<file path="src/hdl/pid_pkg.sv">
package pid_pkg;

   // Fixed-point format of the gains and the term limits
   localparam int GAIN_FRAC_BITS = 8;
   localparam logic [14:0] P_LIMIT = 15'd32767;
   localparam logic [14:0] D_LIMIT = 15'd32767;

   // Field widths
   localparam int SAMPLE_W = 16;
   localparam int ERR_W    = 17;
   localparam int DIFF_W   = 18;
   localparam int GAIN_W   = 16;
   localparam int LIM_W    = 15;
   localparam int PROD_W   = GAIN_W + 1 + ERR_W;
   localparam int PRODD_W  = GAIN_W + 1 + DIFF_W;
   localparam int SAT_W    = PRODD_W + 1;

   // Configuration port
   localparam int CSR_IDX_W  = 3;
   localparam int CSR_DATA_W = 16;

   typedef enum logic [CSR_IDX_W-1:0] {
      CSR_GAIN_P    = 3'd0,
      CSR_GAIN_I    = 3'd1,
      CSR_GAIN_D    = 3'd2,
      CSR_DEAD_BAND = 3'd3,
      CSR_INT_ZONE  = 3'd4,
      CSR_ERR_MAX   = 3'd5,
      CSR_INT_MAX   = 3'd6,
      CSR_OUT_MAX   = 3'd7
   } pid_csr_idx_type;

   // Item opcodes
   localparam logic OP_STEP  = 1'b0;
   localparam logic OP_CLEAR = 1'b1;

   typedef struct packed {
      logic [GAIN_W-1:0] gain_p;
      logic [GAIN_W-1:0] gain_i;
      logic [GAIN_W-1:0] gain_d;
      logic [15:0]       dead_band;
      logic [15:0]       integral_zone;
      logic [15:0]       error_max;
      logic [LIM_W-1:0]  integral_max;
      logic [LIM_W-1:0]  output_max;
   } pid_cfg_type;

   typedef struct packed {
      logic                       op;
      logic signed [SAMPLE_W-1:0] setpoint;
      logic signed [SAMPLE_W-1:0] feedback;
   } pid_item_type;

   // Word passed from the error stage to the sum stage
   typedef struct packed {
      logic                      op_clear;
      logic                      dead;
      logic                      in_zone;
      logic signed [PROD_W-1:0]  prod_p;
      logic signed [PROD_W-1:0]  prod_i;
      logic signed [PRODD_W-1:0] prod_d;
   } pid_work_type;

   // Symmetric saturation to +/- lim
   function automatic logic signed [SAMPLE_W-1:0] sat_sym(
      input logic signed [SAT_W-1:0] x,
      input logic [LIM_W-1:0]        lim
   );
      logic signed [SAT_W-1:0] hi;
      logic signed [SAT_W-1:0] lo;
      logic signed [SAT_W-1:0] res;
      hi = $signed({{(SAT_W-LIM_W){1'b0}}, lim});
      lo = -hi;
      if (x > hi) begin
         res = hi;
      end else if (x < lo) begin
         res = lo;
      end else begin
         res = x;
      end
      return res[SAMPLE_W-1:0];
   endfunction

endpackage

</file>
<file path="src/hdl/pid_csr.sv">
module pid_csr (
   input  logic                           clock,
   input  logic                           reset,
   input  logic                           csr_wr_en,
   input  logic [pid_pkg::CSR_IDX_W-1:0]  csr_index,
   input  logic [pid_pkg::CSR_DATA_W-1:0] csr_wdata,
   output pid_pkg::pid_cfg_type           cfg
);
   import pid_pkg::*;

   pid_cfg_type cfg_ff;
   pid_cfg_type cfg_in;

   // Decode the write into the addressed register
   always_comb begin
      cfg_in = cfg_ff;
      if (csr_wr_en) begin
         case (csr_index)
            CSR_GAIN_P:    cfg_in.gain_p        = csr_wdata;
            CSR_GAIN_I:    cfg_in.gain_i        = csr_wdata;
            CSR_GAIN_D:    cfg_in.gain_d        = csr_wdata;
            CSR_DEAD_BAND: cfg_in.dead_band     = csr_wdata;
            CSR_INT_ZONE:  cfg_in.integral_zone = csr_wdata;
            CSR_ERR_MAX:   cfg_in.error_max     = csr_wdata;
            CSR_INT_MAX:   cfg_in.integral_max  = csr_wdata[LIM_W-1:0];
            CSR_OUT_MAX:   cfg_in.output_max    = csr_wdata[LIM_W-1:0];
            default:       cfg_in = cfg_ff;
         endcase
      end
   end

   always_ff @(posedge clock) begin
      if (reset) begin
         cfg_ff.gain_p        <= '0;
         cfg_ff.gain_i        <= '0;
         cfg_ff.gain_d        <= '0;
         cfg_ff.dead_band     <= '0;
         cfg_ff.integral_zone <= '0;
         cfg_ff.error_max     <= '1;
         cfg_ff.integral_max  <= '1;
         cfg_ff.output_max    <= '1;
      end else begin
         cfg_ff <= cfg_in;
      end
   end

   assign cfg = cfg_ff;

endmodule

</file>
<file path="config.mk">
export PLATFORM = sky130hd
export DESIGN_NAME = pid_csr
export DESIGN_NICKNAME = d
export VERILOG_FILES = /design/src/hdl/pid_pkg.sv /design/src/hdl/pid_csr.sv
export SDC_FILE = /design/constraint.sdc
export NUM_CORES = 1
export LEC_CHECK = 0
export BUFFER_PORTS_ARGS = -buffer_cell sky130_fd_sc_hd__buf_2
export CAP_MARGIN = 5
export CORE_ASPECT_RATIO = 0.6
export CORE_MARGIN = 2
export CORE_UTILIZATION = 27
export CTS_CLUSTER_DIAMETER = 60
export DETAILED_ROUTE_END_ITERATION = 16
export GPL_TIMING_DRIVEN = 0
export PLACE_DENSITY_LB_ADDON = 0.08
export SLEW_MARGIN = 0
export SYNTH_ARGS = -nofsm -noshare
export SYNTH_HDL_FRONTEND = slang
export SYNTH_SLANG_ARGS = --single-unit
</file>
<file path="constraint.sdc">
create_clock -name clock -period 1.65 [get_ports clock]
set_input_delay 0.165 -clock clock [delete_from_list [all_inputs] [get_ports clock]]
set_output_delay 0.165 -clock clock [all_outputs]
set_load 0.03 [all_outputs]
</file>
==> results.sh <==
export IMPL_status="finished clean"
export IMPL_dieWidth_um=177
export IMPL_p_sw_share_pct=24.1
export IMPL_drtIter0Drc=126
export IMPL_dieArea_um2=19200
export IMPL_clk_pin_slew_ps=60
export IMPL_worst_setup_path_end_kind="output pin"
export IMPL_fin_crit_sh_pct=70.7
export IMPL_placed_cells=829
export IMPL_synthCells=452
export IMPL_p_switching_mw=1.86
export IMPL_ys_seq_area_share_pct=51.8
export IMPL_critPathBufInv=1
export IMPL_cts_sinks=126
export IMPL_avgViaCountPerCell=4.29
export IMPL_critical_path_required_ps=1480
export IMPL_drive_above_1_share_pct=30.7
export IMPL_insertion_delay_ps=400
export IMPL_coreArea_um2=17400
export IMPL_drt_pass1_iter_count=4
export IMPL_rows=37
export IMPL_final_nets=636
export IMPL_ant_nets=0
export IMPL_crit_slowest_cell="dfxtp_1"
export IMPL_setup_violations=0
export IMPL_seqCellArea_um2=2520
export IMPL_cts_made_buffers=17
export IMPL_power_frac_seq_pct=40.7
export IMPL_wirelength_mm=14.6
export IMPL_final_common_cell="buf_2"
export IMPL_port_buffer_count=143
export IMPL_hold_buffers=0
export IMPL_h_tree_depth=4
export IMPL_synth_area_leaders="dfxtp_1 52%, mux2i_1 26%, nand2b_1 12%"
export IMPL_ir_drop_mv=0.478
export IMPL_powerDensity_nw_per_um2=1190
export IMPL_path_cells="buf_2"
export IMPL_drc=0
export IMPL_stdcell_area_um2=6510
export IMPL_insertedDiodeCount=0
export IMPL_tritoncts="yes"
export IMPL_synthesis_nets=474
export IMPL_grt_overflow_total=0
export IMPL_gp_congestion=0.749
export IMPL_crit_type="reg -> out"
export IMPL_max_slew_margin_rel_pct=56.3
export IMPL_hold_class="in -> reg"
export IMPL_initial_utilization_pct=28.0
export IMPL_ys_ff_latch=126
export IMPL_combinationalPowerShare_pct=7.4
export IMPL_vias=3691
export IMPL_syn_cell_area_um2=4870
export IMPL_largest_register_ffs=126
export IMPL_avgRoutedWirePerCell_um=16.9
export IMPL_multi_input_area_um2=2170
export IMPL_synth_warning_count=0
export IMPL_area_growth_pct=33.6
export IMPL_netlist_area_leader_share_pct=51.8
export IMPL_postCtsResizedCells=0
export IMPL_final_cell_mix="156 x buf_2, 126 x mux2i_1, 126 x dfxtp_1"
export IMPL_place_area_um2=5880
export IMPL_yosysTopAreaCell="dfxtp_1"
export IMPL_worst_pin_slew_ps=656
export IMPL_hpwl_mm=11.2
export IMPL_max_stage_delay_ps=380
export IMPL_cts_setup_buffers=0
export IMPL_antenna_found_initial=0
export IMPL_fmax_mhz=858
export IMPL_cts_root_buffer="clkbuf_16"
export IMPL_grt_max_degree=17
export IMPL_grt_pass1_vias=3824
export IMPL_finClkSkew_ps=0
export IMPL_internal_power_mw=5.88
export IMPL_worstSetupStartpointType="flip-flop"
export IMPL_synth_area_per_cell_um2=10.8
export IMPL_drv_cap=0
export IMPL_die_h_um=108
export IMPL_cts_buffer_depth=2
export IMPL_slew_violations=0
export IMPL_crit_fanout=2
export IMPL_synth_cell_types=15
export IMPL_layout_cells_non_filler=860
export IMPL_fin_setup_tns_ps=0
export IMPL_grtUsageTotal_pct=15.6
export IMPL_fill_cells=1773
export IMPL_grt_pass1_wl_mm=22.2
export IMPL_critical_path_arrival_ps=1000
export IMPL_fin_util_pct=37.4
export IMPL_period_minus_slack_ps=1170
export IMPL_cp_top_family="flip-flops"
export IMPL_leakage_nw=3.23
export IMPL_clkPwrFrac_pct=51.9
export IMPL_ios=148
export IMPL_hold_viol_final=0
export IMPL_rsz0062_at_grt="no"
[layout make-up]
cell class	instances	area share (%)
plain buffers	34	2.67
clock buffers	18	6.75
well taps	234	4.50
repair buffers	143	11.0
flip-flops and latches	126	38.8
clock inverters	13	2.90
multi-input cells	292	33.4
[cells in the mapped netlist, drive strengths merged]
master and number:
clkbuf 17, nor2 62, dfxtp 126, nand4bb 2
nand4b 2, nand2b 96, and4b 1, or4b 1
nor4bb 1, buf 17, nand4 1, mux2i 126
[power groups by stage]
stage	Clock, mW	Sequential [mW]	Combinational, mW
3_3_place_gp	0	3.22	0.573
6_report	4.02	3.15	0.570
4_1_cts	4.13	3.15	0.582
5_1_grt	4.26	3.16	0.618
2_1_floorplan	0	3.34	0.246
3_5_place_dp	0	3.22	0.580
[per-layer routing]
| metal | part of all wire (%) | track usage, % |
|---|---|---|
| met2 | 40 | 22.1 |
| met3 | 6.6 | 4.99 |
| met1 | 53 | 22.1 |
| met4 | 0.45 | 4.92 |
| met5 | 0 | 0 |
[worst paths after layout]
kind	startpoint	to	slack (ps)	cells after the start
max	cfg[112]	cfg[112]	480	1
max reg2reg	cfg[17]	cfg[17]	1000	2
min	csr_wdata[3]	cfg[3]	60	3
min reg2reg	cfg[101]	cfg[101]	470	2
[through the flow]
| step | power [mW] | hold WS (ps) | setup WS [ps] |
|---|---|---|---|
| final | 7.74 | 61.8 | 484 |
| after global routing | 8.04 | 71.3 | 456 |
| after CTS | 7.86 | 44.9 | 474 |
| after detailed placement | 3.80 | 462 | 148 |
| after global placement | 3.79 | 457 | 177 |
| after floorplan | 3.59 | 332 | 356 |
[logic make-up after synthesis]
logic type    after synthesis  share of synthesized area, %
buf+inv                    34                          3.57
simple gates              166                          18.8
flops                     126                          51.8
mux                       126                          25.9
Power figures use the tool's default switching activity.
