--- config.mk ---
export PLATFORM = sky130hd
export DESIGN_NAME = pid_sum
export DESIGN_NICKNAME = d
export VERILOG_FILES = /design/src/hdl/pid_pkg.sv /design/src/hdl/pid_sum.sv
export SDC_FILE = /design/constraint.sdc
export NUM_CORES = 1
export LEC_CHECK = 0
export ABC_CLOCK_PERIOD_IN_PS = 13200
export BUFFER_PORTS_ARGS = -buffer_cell sky130_fd_sc_hd__clkbuf_2
export CAP_MARGIN = 20
export CORE_ASPECT_RATIO = 0.6
export CORE_UTILIZATION = 40
export DETAILED_ROUTE_END_ITERATION = 10
export GPL_ROUTABILITY_DRIVEN = 0
export GPL_TIMING_DRIVEN = 0
export SETUP_SLACK_MARGIN = 0.02
export SYNTH_ARGS = -nofsm -noshare
export SYNTH_HDL_FRONTEND = slang
export SYNTH_SLANG_ARGS = --single-unit
--- constraint.sdc ---
create_clock -name clock -period 13.2 [get_ports clock]
set_input_delay 0.66 -clock clock [delete_from_list [all_inputs] [get_ports clock]]
set_output_delay 0.66 -clock clock [all_outputs]
set_load 0.02 [all_outputs]
--- src/hdl/pid_pkg.sv ---
package pid_pkg;

   // Fixed-point format of the gains and the term limits
   localparam int GAIN_FRAC_BITS = 8;
   localparam logic [14:0] P_LIMIT = 15'd32767;
   localparam logic [14:0] D_LIMIT = 15'd32767;

   // Field widths
   localparam int SAMPLE_W = 16;
   localparam int ERR_W    = 17;
   localparam int DIFF_W   = 18;
   localparam int GAIN_W   = 16;
   localparam int LIM_W    = 15;
   localparam int PROD_W   = GAIN_W + 1 + ERR_W;
   localparam int PRODD_W  = GAIN_W + 1 + DIFF_W;
   localparam int SAT_W    = PRODD_W + 1;

   // Configuration port
   localparam int CSR_IDX_W  = 3;
   localparam int CSR_DATA_W = 16;

   typedef enum logic [CSR_IDX_W-1:0] {
      CSR_GAIN_P    = 3'd0,
      CSR_GAIN_I    = 3'd1,
      CSR_GAIN_D    = 3'd2,
      CSR_DEAD_BAND = 3'd3,
      CSR_INT_ZONE  = 3'd4,
      CSR_ERR_MAX   = 3'd5,
      CSR_INT_MAX   = 3'd6,
      CSR_OUT_MAX   = 3'd7
   } pid_csr_idx_type;

   // Item opcodes
   localparam logic OP_STEP  = 1'b0;
   localparam logic OP_CLEAR = 1'b1;

   typedef struct packed {
      logic [GAIN_W-1:0] gain_p;
      logic [GAIN_W-1:0] gain_i;
      logic [GAIN_W-1:0] gain_d;
      logic [15:0]       dead_band;
      logic [15:0]       integral_zone;
      logic [15:0]       error_max;
      logic [LIM_W-1:0]  integral_max;
      logic [LIM_W-1:0]  output_max;
   } pid_cfg_type;

   typedef struct packed {
      logic                       op;
      logic signed [SAMPLE_W-1:0] setpoint;
      logic signed [SAMPLE_W-1:0] feedback;
   } pid_item_type;

   // Word passed from the error stage to the sum stage
   typedef struct packed {
      logic                      op_clear;
      logic                      dead;
      logic                      in_zone;
      logic signed [PROD_W-1:0]  prod_p;
      logic signed [PROD_W-1:0]  prod_i;
      logic signed [PRODD_W-1:0] prod_d;
   } pid_work_type;

   // Symmetric saturation to +/- lim
   function automatic logic signed [SAMPLE_W-1:0] sat_sym(
      input logic signed [SAT_W-1:0] x,
      input logic [LIM_W-1:0]        lim
   );
      logic signed [SAT_W-1:0] hi;
      logic signed [SAT_W-1:0] lo;
      logic signed [SAT_W-1:0] res;
      hi = $signed({{(SAT_W-LIM_W){1'b0}}, lim});
      lo = -hi;
      if (x > hi) begin
         res = hi;
      end else if (x < lo) begin
         res = lo;
      end else begin
         res = x;
      end
      return res[SAMPLE_W-1:0];
   endfunction

endpackage

--- src/hdl/pid_sum.sv ---
module pid_sum (
   input  logic                                clock,
   input  logic                                reset,
   input  pid_pkg::pid_cfg_type                cfg,
   input  logic                                in_valid,
   output logic                                in_ready,
   input  pid_pkg::pid_work_type               in_work,
   output logic                                out_valid,
   input  logic                                out_ready,
   output logic signed [pid_pkg::SAMPLE_W-1:0] out_drive,
   output logic                                out_dead
);
   import pid_pkg::*;

   logic                         valid_ff;
   logic                         valid_in;
   logic signed [SAMPLE_W-1:0]   drive_ff;
   logic signed [SAMPLE_W-1:0]   drive_in;
   logic                         dead_ff;
   logic                         dead_in;
   logic signed [SAMPLE_W-1:0]   integ_ff;
   logic signed [SAMPLE_W-1:0]   integ_in;

   logic signed [PROD_W-1:0]     sh_p;
   logic signed [PROD_W-1:0]     sh_i;
   logic signed [PRODD_W-1:0]    sh_d;
   logic signed [SAMPLE_W-1:0]   term_p;
   logic signed [SAMPLE_W-1:0]   term_d;
   logic signed [SAMPLE_W-1:0]   integ_acc;
   logic signed [SAMPLE_W-1:0]   integ_new;
   logic signed [SAT_W-1:0]      total;
   logic                         load;

   // Scale the products, saturate each term and add them up
   always_comb begin
      sh_p      = in_work.prod_p >>> GAIN_FRAC_BITS;
      sh_i      = in_work.prod_i >>> GAIN_FRAC_BITS;
      sh_d      = in_work.prod_d >>> GAIN_FRAC_BITS;
      term_p    = sat_sym(SAT_W'(sh_p), P_LIMIT);
      term_d    = sat_sym(SAT_W'(sh_d), D_LIMIT);
      integ_acc = sat_sym(SAT_W'(integ_ff) + SAT_W'(sh_i), cfg.integral_max);
      integ_new = in_work.in_zone ? integ_acc : '0;
      total     = SAT_W'(term_p) + SAT_W'(integ_new) + SAT_W'(term_d);
   end

   // Pick the result: clear and deadband give zero drive
   always_comb begin
      if (in_work.op_clear) begin
         drive_in = '0;
         dead_in  = 1'b0;
      end else if (in_work.dead) begin
         drive_in = '0;
         dead_in  = 1'b1;
      end else begin
         drive_in = sat_sym(total, cfg.output_max);
         dead_in  = 1'b0;
      end
   end

   // Hold the result until taken; take a new word when free
   assign in_ready = !valid_ff || out_ready;
   assign load     = in_valid && in_ready;
   assign valid_in = in_ready ? in_valid : valid_ff;
   assign integ_in = !load ? integ_ff :
                     ((in_work.op_clear || in_work.dead) ? '0 : integ_new);

   always_ff @(posedge clock) begin
      if (reset) begin
         valid_ff <= 1'b0;
         integ_ff <= '0;
      end else begin
         valid_ff <= valid_in;
         integ_ff <= integ_in;
      end
   end

   always_ff @(posedge clock) begin
      if (load) begin
         drive_ff <= drive_in;
         dead_ff  <= dead_in;
      end
   end

   assign out_valid = valid_ff;
   assign out_drive = drive_ff;
   assign out_dead  = dead_ff;

endmodule
==> flow_summary.json <==
{
  "syn_inst": 1120,
  "yosysMostFrequentCell": "ha_1",
  "dp_hpwl_um": 26000,
  "layout.cells.non_filler": 1532,
  "grt_max_degree": 20,
  "yosysTopAreaCell": "ha_1",
  "clk_path_buf_depth": 2,
  "pwr-share-comb_pct": 70.6,
  "netlist_top_cells_count": "126 x ha_1, 90 x a21oi_1, 88 x nand2_1",
  "worst_path_max_delay_cell": "a211oi_1",
  "status": "complete, no violations",
  "core_area_mm2": 0.0202,
  "ys_warn_count": 0,
  "sw_frac_of_total_pct": 50.6,
  "vias_per_cell": 6.14,
  "skew_ns": 0.00617,
  "die_area_mm2": 0.0215,
  "grt_pass1_wl_um": 47100,
  "initial_utilization_pct": 41.4,
  "leakage_uw": 0.00437,
  "fin_crit_sh_pct": 94.9,
  "grt_pass1_vias": 8308,
  "drive_gt1_share_pct": 13.3,
  "dp.cells": 1522,
  "setup_viol": 0,
  "cts_buffers": 5,
  "clkPwrFrac_pct": 14.4,
  "ant_nets": 0,
  "yosysTopAreaCellShare_pct": 18.9,
  "final_nets": 1638,
  "min_period_ns": 12.53,
  "vias": 9410,
  "track_usage_pct": 27.9,
  "synth_edf_count": 17,
  "yosysUniqueCellTypes": 81,
  "antenna_found_initial": 2,
  "seq_area_frac_synth_pct": 10.2,
  "p_per_area_mw_per_mm2": 88.6,
  "criticalPathCategory": "in2reg",
  "drc": 0,
  "area_growth_pct": 13.7,
  "cts_max_level": 2,
  "clk_latency_ns": 0.29,
  "crit_required_ns": 13.17,
  "setup_tns_ns": 0,
  "fillers": 2099,
  "cp-end-kind": "flop",
  "path_max_fanout": 10,
  "diodes": 0,
  "synth_ff_type": "edfxtp_1",
  "io_buffers": 128,
  "io_pins": 255,
  "drt-wirelength-per-cell_um": 19.8,
  "hold_class": "reg2reg",
  "cts_root_buf": "clkbuf_16",
  "ctsHoldBuffers": 0,
  "async_flop_share_pct": 0,
  "max_freq_mhz": 79.8,
  "drv_cap": 0,
  "seqPwrFrac_pct": 15.0,
  "cts_setup_buffers": 0,
  "netlist_top_cells_area": "ha_1 19%, edfxtp_1 6.1%, a21oi_1 5.4%",
  "synth_area_per_cell_um2": 7.47,
  "synth-seq-cells": 34,
  "slew_headroom_pct": 23.3,
  "drt_pass1_iterations": 6,
  "first_iter_violations": 1362,
  "cts_tree": "yes",
  "arrival_ns": 12.50,
  "start_kind": "input port",
  "syn-num-nets": 1500,
  "vdd_drop_max_mv": 0.0519,
  "die_w_um": 189,
  "synth_area_mm2": 0.00836,
  "cts_sinks": 34,
  "tightest_slew_ns": 1.14,
  "stdcell_area_mm2": 0.00951,
  "grt.overflow.total": 0,
  "routed_wl_um": 30400,
  "std_cell_rows": 40,
  "p_switching_uw": 426,
  "drv_slew": 0,
  "rsz0062_at_grt": "false",
  "dieHeight_um": 114,
  "cts_resized": 0,
  "max_stage_delay_ns": 0.99,
  "place_area_mm2": 0.00936,
  "finalHoldViolations": 0,
  "intPower_uw": 416,
  "clk_pin_slew_ns": 0.06
}
[cells in the final DEF, fill, tap and decap left out, types with 7 or more instances in the layout]
master     instances
o31ai_1            7
nand3_1           39
a2111oi_0          7
o21a_1            12
o32a_1             7
and3_1            22
clkbuf_2         129
and2_1            13
a31oi_1            8
clkbuf_1          37
nor4_1            22
o21ai_1            7
edfxtp_1          17
ha_1             126
a21o_1            37
nand2_1           88
nor3_1            28
nor2_1            83
inv_1             75
o211ai_1          30
nor2b_1            8
nand2b_1          10
o22ai_1           12
o21ai_0           47
fa_1              18
a21boi_0           8
xor2_1             8
dfxtp_1           17
and4_1             7
xnor2_1           45
mux2i_1           15
a21oi_1           90
buf_2              9
nand4_1           37
a211oi_1          16
o21bai_1          13
[state kept, by name (all words and copies together) (netlist names)]
register / flops
integ_ff: 16
out_dead: 1
out_drive: 16
out_valid: 1
[area by class of cell]
class	count	area [um^2]	area share, %
buffer	49	206	2.17
clock buffer	5	125	1.32
clock inverter	3	16.3	0.171
inverter	75	282	2.96
multi-input combinational	962	7020	73.9
sequential	34	851	8.95
tap	273	342	3.59
timing repair buffer	131	663	6.97
[routing by layer]
| metal | part of all wire (%) | track usage (%) | up-vias |
|---|---|---|---|
| met3 | 13 | 8.28 | 20 |
| met5 | 0.043 | 0 | - |
| li1 | - | - | 4549 |
| met1 | 51 | 46.2 | 4318 |
| met2 | 34 | 34.0 | 521 |
| met4 | 0.74 | 3.28 | 2 |
[metrics by stage]
stage / hold slack (ns) / power (uW) / setup slack (ns) / utilization [%]
2_1_floorplan: 0.440 / 532 / 3.52 / -
3_3_place_gp: 0.470 / 695 / 0.920 / 46.2
3_5_place_dp: 0.484 / 701 / 0.772 / 46.3
4_1_cts: 0.499 / 825 / 1.03 / 47.0
5_1_grt: 0.531 / 905 / 0.287 / 47.0
6_report: 0.489 / 842 / 0.674 / 47.0
[worst max-delay path: cells and delay by family]
family | cells | cell delay (ns)
AO/OA/AOI/OAI | 22 | 6.19
buffers and inverters | 9 | 2.24
adder cells (fa/ha/maj) | 6 | 2.21
AND/OR/NAND/NOR | 5 | 0.93
XOR/XNOR | 1 | 0.24
[power groups by stage]
stage,registers [uW],logic (uW),clock network (uW)
after detailed placement,129,572,0
final,126,595,121
after global routing,127,650,127
after floorplan,139,393,0
after global placement,129,566,0
after CTS,127,576,122
[final timing paths]
check               start      endpoint  slack (ns)  cells after the start
max           in_work[47]  out_drive[8]        0.67                     43
min           integ_ff[3]   integ_ff[3]        0.49                      2
max reg2reg  integ_ff[15]  out_drive[8]        0.78                     42
min reg2reg   integ_ff[3]   integ_ff[3]        0.49                      2
[cell families (layout without fill, tap and decap cells)]
family,Yosys count,in the layout,share of synthesized area (%)
AND/OR/NAND/NOR,391,391,24.1
multiplexers,17,17,2.06
XOR/XNOR,53,53,5.55
AO/OA/AOI/OAI,357,357,29.1
buffers and inverters,124,263,5.83
flip-flops,34,34,10.2
adder cells (fa/ha/maj),144,144,23.2
Power figures use the tool's default switching activity.
